File: src/rtl/core/fpba_pkg.sv
// ----------------------------------------------------------------------------
// fpba_pkg
// Shared types and constants for the free-page bitmap allocator.
// ----------------------------------------------------------------------------
package fpba_pkg;

  // Bitmap size in bytes, eight pages per byte
  localparam int unsigned MapBytesDflt = 512;

  // Bitmap memory word: 32 pages, lowest page in the MSB
  localparam int unsigned WordW     = 32;
  localparam int unsigned BitIdxW   = 5;

  // Pages held in use from reset on
  localparam int unsigned ReservedPages = 10;

  // Stream payload layout
  localparam int unsigned ModeW     = 2;
  localparam int unsigned PageNumW  = 16;
  localparam int unsigned AllocW    = 12;
  localparam int unsigned StatusW   = 2;
  localparam int unsigned InDataW   = 24;
  localparam int unsigned OutDataW  = 16;

  typedef enum logic [ModeW-1:0] {
    MODE_CHECK = 2'd0,
    MODE_USE   = 2'd1,
    MODE_FREE  = 2'd2,
    MODE_ALLOC = 2'd3
  } mode_e;

  typedef enum logic [StatusW-1:0] {
    STATUS_OK    = 2'd0,
    STATUS_RANGE = 2'd1,
    STATUS_FULL  = 2'd2
  } status_e;

endpackage

File: src/rtl/core/fpba_map_ram.sv
// ----------------------------------------------------------------------------
// fpba_map_ram
// Single-port-write, single-port-read bitmap memory, registered read data.
// ----------------------------------------------------------------------------
module fpba_map_ram #(
  parameter int unsigned Depth = 128,
  parameter int unsigned AddrW = 7
) (
  input  logic                          clk_i,
  input  logic                          wr_en_i,
  input  logic [AddrW-1:0]              wr_addr_i,
  input  logic [fpba_pkg::WordW-1:0]    wr_data_i,
  input  logic                          rd_en_i,
  input  logic [AddrW-1:0]              rd_addr_i,
  output logic [fpba_pkg::WordW-1:0]    rd_data_o
);

  logic [fpba_pkg::WordW-1:0] mem [Depth];

  always_ff @(posedge clk_i) begin
    if (wr_en_i) begin
      mem[wr_addr_i] <= wr_data_i;
    end
  end

  always_ff @(posedge clk_i) begin
    if (rd_en_i) begin
      rd_data_o <= mem[rd_addr_i];
    end
  end

endmodule

File: src/rtl/core/free_page_bitmap_allocator.sv
// Check and mark read their word at acceptance, evaluate it and register the result
// word; an out-of-range page registers its result word at acceptance. Allocate reads
// word 0 at acceptance, then scans one 32-page memory read per cycle up to the first
// word with a free page or the last word. One word at a time: a new word is taken once
// the previous result is registered and the result slot is free or draining. Reset: an
// init sweep writes the start-up bitmap, one memory word per cycle, with tready held low.
// ----------------------------------------------------------------------------
// free_page_bitmap_allocator
// Free-page bitmap with check, mark used, mark free and first-fit allocate.
// ----------------------------------------------------------------------------
module free_page_bitmap_allocator #(
  parameter int unsigned MAP_BYTES = fpba_pkg::MapBytesDflt
) (
  input  logic                           clk_i,
  input  logic                           rst_ni,
  // tdata: mode[1:0], page_num[17:2], zero[23:18]
  input  logic                           s_axis_tvalid,
  output logic                           s_axis_tready,
  input  logic [fpba_pkg::InDataW-1:0]   s_axis_tdata,
  // tdata: free_bit[0], alloc_page[12:1], status[14:13], zero[15]
  output logic                           m_axis_tvalid,
  input  logic                           m_axis_tready,
  output logic [fpba_pkg::OutDataW-1:0]  m_axis_tdata
);

  localparam int unsigned Words = (MAP_BYTES + 3) / 4;
  localparam int unsigned AddrW = (Words > 1) ? $clog2(Words) : 1;
  localparam int unsigned Pages = MAP_BYTES * 8;
  localparam logic [AddrW-1:0] LastAddr = AddrW'(Words - 1);

  typedef enum logic [1:0] {
    ST_INIT,
    ST_IDLE,
    ST_EVAL
  } state_e;

  state_e                              state_q;
  fpba_pkg::mode_e                     mode_q;
  logic [fpba_pkg::BitIdxW-1:0]        bitsel_q;
  logic [AddrW-1:0]                    addr_q;
  logic [AddrW-1:0]                    init_addr_q;
  logic                                out_valid_q;
  logic                                out_free_q;
  logic [fpba_pkg::AllocW-1:0]         out_alloc_q;
  fpba_pkg::status_e                   out_status_q;

  fpba_pkg::mode_e                     in_mode;
  logic [fpba_pkg::PageNumW-1:0]       in_page;
  logic [10:0]                         in_word;
  logic                                in_range;
  logic                                accept;

  logic                                wr_en;
  logic [AddrW-1:0]                    wr_addr;
  logic [fpba_pkg::WordW-1:0]          wr_data;
  logic                                rd_en;
  logic [AddrW-1:0]                    rd_addr;
  logic [fpba_pkg::WordW-1:0]          rd_data;

  logic [fpba_pkg::WordW-1:0]          init_word;
  logic [31:0]                         init_page;
  logic                                found;
  logic [fpba_pkg::BitIdxW-1:0]        found_idx;
  logic [AddrW+fpba_pkg::BitIdxW-1:0]  found_page;
  logic [31:0]                         found_ext;
  logic [fpba_pkg::WordW-1:0]          mark_mask;
  logic [fpba_pkg::WordW-1:0]          grant_mask;

  assign in_mode  = fpba_pkg::mode_e'(s_axis_tdata[1:0]);
  assign in_page  = s_axis_tdata[17:2];
  assign in_word  = in_page[15:5];
  assign in_range = 32'(in_page) < Pages;

  assign s_axis_tready = (state_q == ST_IDLE) && (!out_valid_q || m_axis_tready);
  assign accept        = s_axis_tvalid && s_axis_tready;

  // Start-up contents: pages below the reserved count and past the end are used
  always_comb begin
    init_word = '0;
    init_page = '0;
    for (int b = 0; b < 32; b++) begin
      init_page = (32'(init_addr_q) << 5) | 32'(31 - b);
      init_word[b] = (init_page >= fpba_pkg::ReservedPages) && (init_page < Pages);
    end
  end

  // First free page in the word: highest set bit
  always_comb begin
    found     = 1'b0;
    found_idx = '0;
    for (int i = 0; i < 32; i++) begin
      if (rd_data[i]) begin
        found     = 1'b1;
        found_idx = fpba_pkg::BitIdxW'(31 - i);
      end
    end
  end

  assign found_page = {addr_q, found_idx};
  assign found_ext  = 32'(found_page);
  assign mark_mask  = fpba_pkg::WordW'(1) << bitsel_q;
  assign grant_mask = fpba_pkg::WordW'(1) << (~found_idx);

  // Memory port control
  always_comb begin
    wr_en   = 1'b0;
    wr_addr = addr_q;
    wr_data = rd_data;
    rd_en   = 1'b0;
    rd_addr = '0;
    unique case (state_q)
      ST_INIT: begin
        wr_en   = 1'b1;
        wr_addr = init_addr_q;
        wr_data = init_word;
      end
      ST_IDLE: begin
        rd_en   = accept;
        rd_addr = (in_mode == fpba_pkg::MODE_ALLOC) ? '0 : in_word[AddrW-1:0];
      end
      ST_EVAL: begin
        unique case (mode_q)
          fpba_pkg::MODE_USE: begin
            wr_en   = 1'b1;
            wr_data = rd_data & ~mark_mask;
          end
          fpba_pkg::MODE_FREE: begin
            wr_en   = 1'b1;
            wr_data = rd_data | mark_mask;
          end
          fpba_pkg::MODE_ALLOC: begin
            wr_en   = found;
            wr_data = rd_data & ~grant_mask;
            // advance the scan one word per cycle
            rd_en   = !found && (addr_q != LastAddr);
            rd_addr = addr_q + AddrW'(1);
          end
          default: begin
          end
        endcase
      end
      default: begin
      end
    endcase
  end

  always_ff @(posedge clk_i or negedge rst_ni) begin
    if (!rst_ni) begin
      state_q      <= ST_INIT;
      mode_q       <= fpba_pkg::MODE_CHECK;
      bitsel_q     <= '0;
      addr_q       <= '0;
      init_addr_q  <= '0;
      out_valid_q  <= 1'b0;
      out_free_q   <= 1'b0;
      out_alloc_q  <= '0;
      out_status_q <= fpba_pkg::STATUS_OK;
    end else begin
      if (m_axis_tvalid && m_axis_tready) begin
        out_valid_q <= 1'b0;
      end
      unique case (state_q)
        ST_INIT: begin
          init_addr_q <= init_addr_q + AddrW'(1);
          if (init_addr_q == LastAddr) begin
            state_q <= ST_IDLE;
          end
        end
        ST_IDLE: begin
          if (accept) begin
            mode_q   <= in_mode;
            bitsel_q <= ~in_page[4:0];
            addr_q   <= (in_mode == fpba_pkg::MODE_ALLOC) ? '0 : in_word[AddrW-1:0];
            if (in_mode != fpba_pkg::MODE_ALLOC && !in_range) begin
              out_valid_q  <= 1'b1;
              out_free_q   <= 1'b0;
              out_alloc_q  <= '0;
              out_status_q <= fpba_pkg::STATUS_RANGE;
            end else begin
              state_q <= ST_EVAL;
            end
          end
        end
        ST_EVAL: begin
          if (mode_q == fpba_pkg::MODE_ALLOC) begin
            if (found) begin
              out_valid_q  <= 1'b1;
              out_free_q   <= 1'b0;
              out_alloc_q  <= found_ext[fpba_pkg::AllocW-1:0];
              out_status_q <= fpba_pkg::STATUS_OK;
              state_q      <= ST_IDLE;
            end else if (addr_q == LastAddr) begin
              out_valid_q  <= 1'b1;
              out_free_q   <= 1'b0;
              out_alloc_q  <= '0;
              out_status_q <= fpba_pkg::STATUS_FULL;
              state_q      <= ST_IDLE;
            end else begin
              addr_q <= addr_q + AddrW'(1);
            end
          end else begin
            out_valid_q  <= 1'b1;
            out_free_q   <= rd_data[bitsel_q];
            out_alloc_q  <= '0;
            out_status_q <= fpba_pkg::STATUS_OK;
            state_q      <= ST_IDLE;
          end
        end
        default: begin
          state_q <= ST_INIT;
        end
      endcase
    end
  end

  fpba_map_ram #(
    .Depth (Words),
    .AddrW (AddrW)
  ) u_map_ram (
    .clk_i     (clk_i),
    .wr_en_i   (wr_en),
    .wr_addr_i (wr_addr),
    .wr_data_i (wr_data),
    .rd_en_i   (rd_en),
    .rd_addr_i (rd_addr),
    .rd_data_o (rd_data)
  );

  assign m_axis_tvalid = out_valid_q;
  assign m_axis_tdata  = {1'b0, out_status_q, out_alloc_q, out_free_q};

endmodule

File: config.mk
export PLATFORM = sky130hd
export DESIGN_NAME = free_page_bitmap_allocator
export DESIGN_NICKNAME = d
export VERILOG_FILES = /design/src/rtl/core/fpba_pkg.sv /design/src/rtl/core/fpba_map_ram.sv /design/src/rtl/core/free_page_bitmap_allocator.sv
export SDC_FILE = /design/constraint.sdc
export NUM_CORES = 2
export LEC_CHECK = 0
export BUFFER_PORTS_ARGS = -buffer_cell sky130_fd_sc_hd__buf_2
export CAP_MARGIN = 20
export CORE_MARGIN = 2
export CORE_UTILIZATION = 40
export CTS_CLUSTER_SIZE = 40
export DETAILED_ROUTE_END_ITERATION = 8
export SLEW_MARGIN = 30
export SYNTH_ARGS = -nofsm -noshare
export SYNTH_HDL_FRONTEND = slang
export SYNTH_HIERARCHICAL = 1
export SYNTH_SLANG_ARGS = --single-unit
export TNS_END_PERCENT = 50
File: constraint.sdc
create_clock -name clk_i -period 7.7 [get_ports clk_i]
set_input_delay 0.77 -clock clk_i [delete_from_list [all_inputs] [get_ports clk_i]]
set_output_delay 0.77 -clock clk_i [all_outputs]
set_load 0.05 [all_outputs]
==> impl_metrics.json <==
{
  "numPlacedInstances": 11800,
  "antenna_found_initial": 39,
  "cts-resized-gates": 0,
  "cpLargestDelayFamily": "multiplexers",
  "place_congestion": 0.892,
  "worstHoldStart": "s_axis_tdata[4]",
  "report.final.setup_viol": 0,
  "final.hold.worst_slack_ns": 0.187,
  "post-route-period-util_pct": 78.1,
  "h-tree-depth": 5,
  "holdPathStages": 2,
  "yosys_warnings": 6,
  "max-cap-violations": 0,
  "tritoncts": "yes",
  "post-layout-total-power_mw": 44.2,
  "die_height_um": 638,
  "hold_viol_final": 0,
  "synthArstFlopShare_pct": 0.936,
  "yosys.cell_types.count": 65,
  "grt_overflow": 0,
  "critical_path_peak_fanout": 27,
  "die_w_um": 638,
  "clock_insertion_delay_worst_skew_ns": 0.93,
  "tritoncts.num_buffers": 402,
  "vias": 75400,
  "critPathLaunchType": "register",
  "grt_pass1_wl_mm": 598,
  "vdd.ir_drop.worst_uv": 219,
  "cellLeakagePower_nw": 49.4,
  "final_layout_size_suffix_gt1_share_pct": 34.1,
  "detail_route.drc_violations": 0,
  "grt_pass1_vias": 75800,
  "cts_root_buf": "sky130_fd_sc_hd__clkbuf_16",
  "actual_transition_at_the_worst_max_transition_pin_ns": 1.03,
  "stdcell_count": 12600,
  "timing.clock.skew_ns": 0.0513,
  "critPathMaxStageDelay_ns": 0.76,
  "critical_path_buf_inv_count": 4,
  "timing_max_transition_violations_final": 0,
  "period_minus_slack_ns": 6.02,
  "ys_seq_area_share_pct": 77.6,
  "ys_top_cells_by_count": "sky130_fd_sc_hd__edfxtp_1, sky130_fd_sc_hd__mux4_2, sky130_fd_sc_hd__clkbuf_1",
  "drtAntennaViolNets": 0,
  "slew-limit-headroom_pct": 31.2,
  "clock_sink_count": 4167,
  "cellPowerDensity_nw_per_um2": 241,
  "syn_area_sq_um": 161000,
  "clock_path_buffers": 4,
  "rr_worst_depth": 13,
  "whs_endpoint": "bitsel_q[2]",
  "worstPathCellList": "inv_1 -> ha_1 -> nand2_1 -> nor2_1 -> a21oi_1 -> nor2b_4 -> buf_12 -> buf_12 -> buf_12 -> mux4_2 -> mux4_2 -> mux4_2 -> mux2_2",
  "worstHoldPathType": "input port to register",
  "die-area_sq_um": 408000,
  "worst-setup-path-type": "register to register",
  "yosysTopAreaCellShare_pct": 77.0,
  "fmax_mhz": 166,
  "post_synth_main_area_contributors": "sky130_fd_sc_hd__edfxtp_1, sky130_fd_sc_hd__mux4_2, sky130_fd_sc_hd__dfrtp_1, sky130_fd_sc_hd__clkbuf_1, sky130_fd_sc_hd__nor2_1",
  "grt_max_degree": 140,
  "total_negative_slack_for_setup_checks_ns": 0,
  "postSynthNetCount": 6619,
  "grt_usage_pct": 20.9,
  "core_box_area_sq_um": 400000,
  "ys_dominant_reg_cell": "sky130_fd_sc_hd__edfxtp_1",
  "design.final.nets": 7013,
  "start_util_pct": 40.2,
  "fillerInstances": 32500,
  "reg2reg_slack_ns": 1.68,
  "io_pins": 46,
  "rr_endpoint": "u_map_ram/rd_data_o[15]",
  "worst_setup_path_end_kind": "register",
  "worst_path_clk_slew_ns": 0.06,
  "cp.arrival_ns": 6.67,
  "result_of_the_run": "finished, final reports clean",
  "areaGrowthSynthToFinish_pct": 14.0,
  "detailedRoute.firstPassIterationCount": 5,
  "synth_area_leader_cell": "sky130_fd_sc_hd__edfxtp_1",
  "final_util_pct": 45.9,
  "dp_hpwl_mm": 242,
  "post_drt_via_cell_ratio": 5.99,
  "rows": 232,
  "crit_required_ns": 8.36,
  "yosys.cell_count.top_type": "sky130_fd_sc_hd__edfxtp_1",
  "synthesized_area_per_cell_sq_um": 24.5,
  "number_of_synthesized_flops_with_an_enable_pin": 4128,
  "drt_wl_total_mm": 430,
  "rsz0062_at_grt": "no",
  "timing.rr.start": "state_q[0]",
  "syn_inst": 6582,
  "io_buffers": 38,
  "drtIter0Drc": 10100,
  "count_of_state_elements_after_synthesis": 4167,
  "critical_path.slowest_cell": "sky130_fd_sc_hd__nor2b_4",
  "avgRoutedWirePerCell_um": 34.2
}
-- how the worst max path moves through the flow --
stage / cells past startpoint / slack (ns) / start / end
2_1_floorplan: 8 / -0.18 / mode_q[0] / u_map_ram/mem[0][2]
5_1_grt: 13 / 1.42 / state_q[0] / u_map_ram/rd_data_o[15]
3_5_place_dp: 13 / 1.69 / state_q[0] / u_map_ram/rd_data_o[15]
3_3_place_gp: 13 / 1.68 / state_q[0] / u_map_ram/rd_data_o[15]
6_report: 13 / 1.68 / state_q[0] / u_map_ram/rd_data_o[15]
4_1_cts: 13 / 1.63 / state_q[0] / u_map_ram/rd_data_o[15]
-- layout make-up --
class                   instances  area (sq um)  area share, %
diodes                         21          52.6         0.0286
clock buffers                 494         10600           5.80
clock inverters               233          2300           1.25
inverters                      15          56.3         0.0307
multi-input cells            2040         35800           19.5
flip-flops and latches       4167        125000           68.1
well taps                    5265          6590           3.59
repair buffers                350          3220           1.76
-- report_power, final --
part / leakage (nW) / switching [mW] / internal, mW
Clock: 6.35 / 8.32 / 11.3
Combinational: 8.51 / 0.0139 / 0.00568
Sequential: 34.6 / 0 / 24.5
Total: 49.4 / 8.34 / 35.8
-- what timing repair did --
action,CTS,global route
hold buffers,2,0
setup buffers,0,0
endpoints found under the hold margin,22,0
-- registers in the layout, summed over array words and instances, names as in the netlist --
name	count
addr_q	7
bitsel_q	5
init_addr_q	7
m_axis_tvalid	1
mode_q	2
out_alloc_q	12
out_free_q	1
out_status_q	2
state_q	2
u_map_ram/mem	4096
u_map_ram/rd_data_o	32
-- cells in the final DEF (no fill, tap or decap), types with 15 or more instances in the layout --
cell                        count
sky130_fd_sc_hd__inv_1         15
sky130_fd_sc_hd__buf_4        258
sky130_fd_sc_hd__mux4_2      1354
sky130_fd_sc_hd__buf_2         37
sky130_fd_sc_hd__nor3_1        15
sky130_fd_sc_hd__nor2b_1       18
sky130_fd_sc_hd__o21ai_0       17
sky130_fd_sc_hd__o211ai_1      16
sky130_fd_sc_hd__dfrtp_1       39
sky130_fd_sc_hd__clkinv_1      89
sky130_fd_sc_hd__a31oi_1       19
sky130_fd_sc_hd__a21oi_1       58
sky130_fd_sc_hd__edfxtp_1    4128
sky130_fd_sc_hd__bufinv_16     45
sky130_fd_sc_hd__buf_12        46
sky130_fd_sc_hd__clkinv_2      79
sky130_fd_sc_hd__nor2_4       119
sky130_fd_sc_hd__diode_2       21
sky130_fd_sc_hd__clkbuf_1      81
sky130_fd_sc_hd__mux2_2        38
sky130_fd_sc_hd__nor2_1        78
sky130_fd_sc_hd__nand2b_1      15
sky130_fd_sc_hd__or3_4         17
sky130_fd_sc_hd__clkbuf_16    413
sky130_fd_sc_hd__nand2_1       65
sky130_fd_sc_hd__nand3_1       24
-- through the flow --
step,cell area [sq um],setup slack (ns)
3_5_place_dp,170000,1.69
3_3_place_gp,170000,1.68
6_report,184000,1.68
4_1_cts,183000,1.63
2_1_floorplan,161000,-0.181
5_1_grt,184000,1.42
-- per-layer routing --
metal / GRT usage [%] / wire length [um]
met1: 29.8 / 173000
met4: 6.55 / 13800
met5: 0 / 38
met3: 4.12 / 39700
met2: 32.7 / 203000
-- cells by family (layout without fill, tap and decap cells) --
group                    after synthesis  count (layout)  share of synthesized area (%)
XOR/XNOR                              10              10                         0.0544
adder cells (fa/ha/maj)                9               9                         0.0700
other                                  1              22                        0.00233
flip-flops                          4167            4167                           77.6
buffers and inverters                375            1092                          0.970
AND/OR/NAND/NOR                      434             434                           1.26
multiplexers                        1393            1393                           19.2
AO/OA/AOI/OAI                        193             193                          0.818
Power figures use the tool's default switching activity.
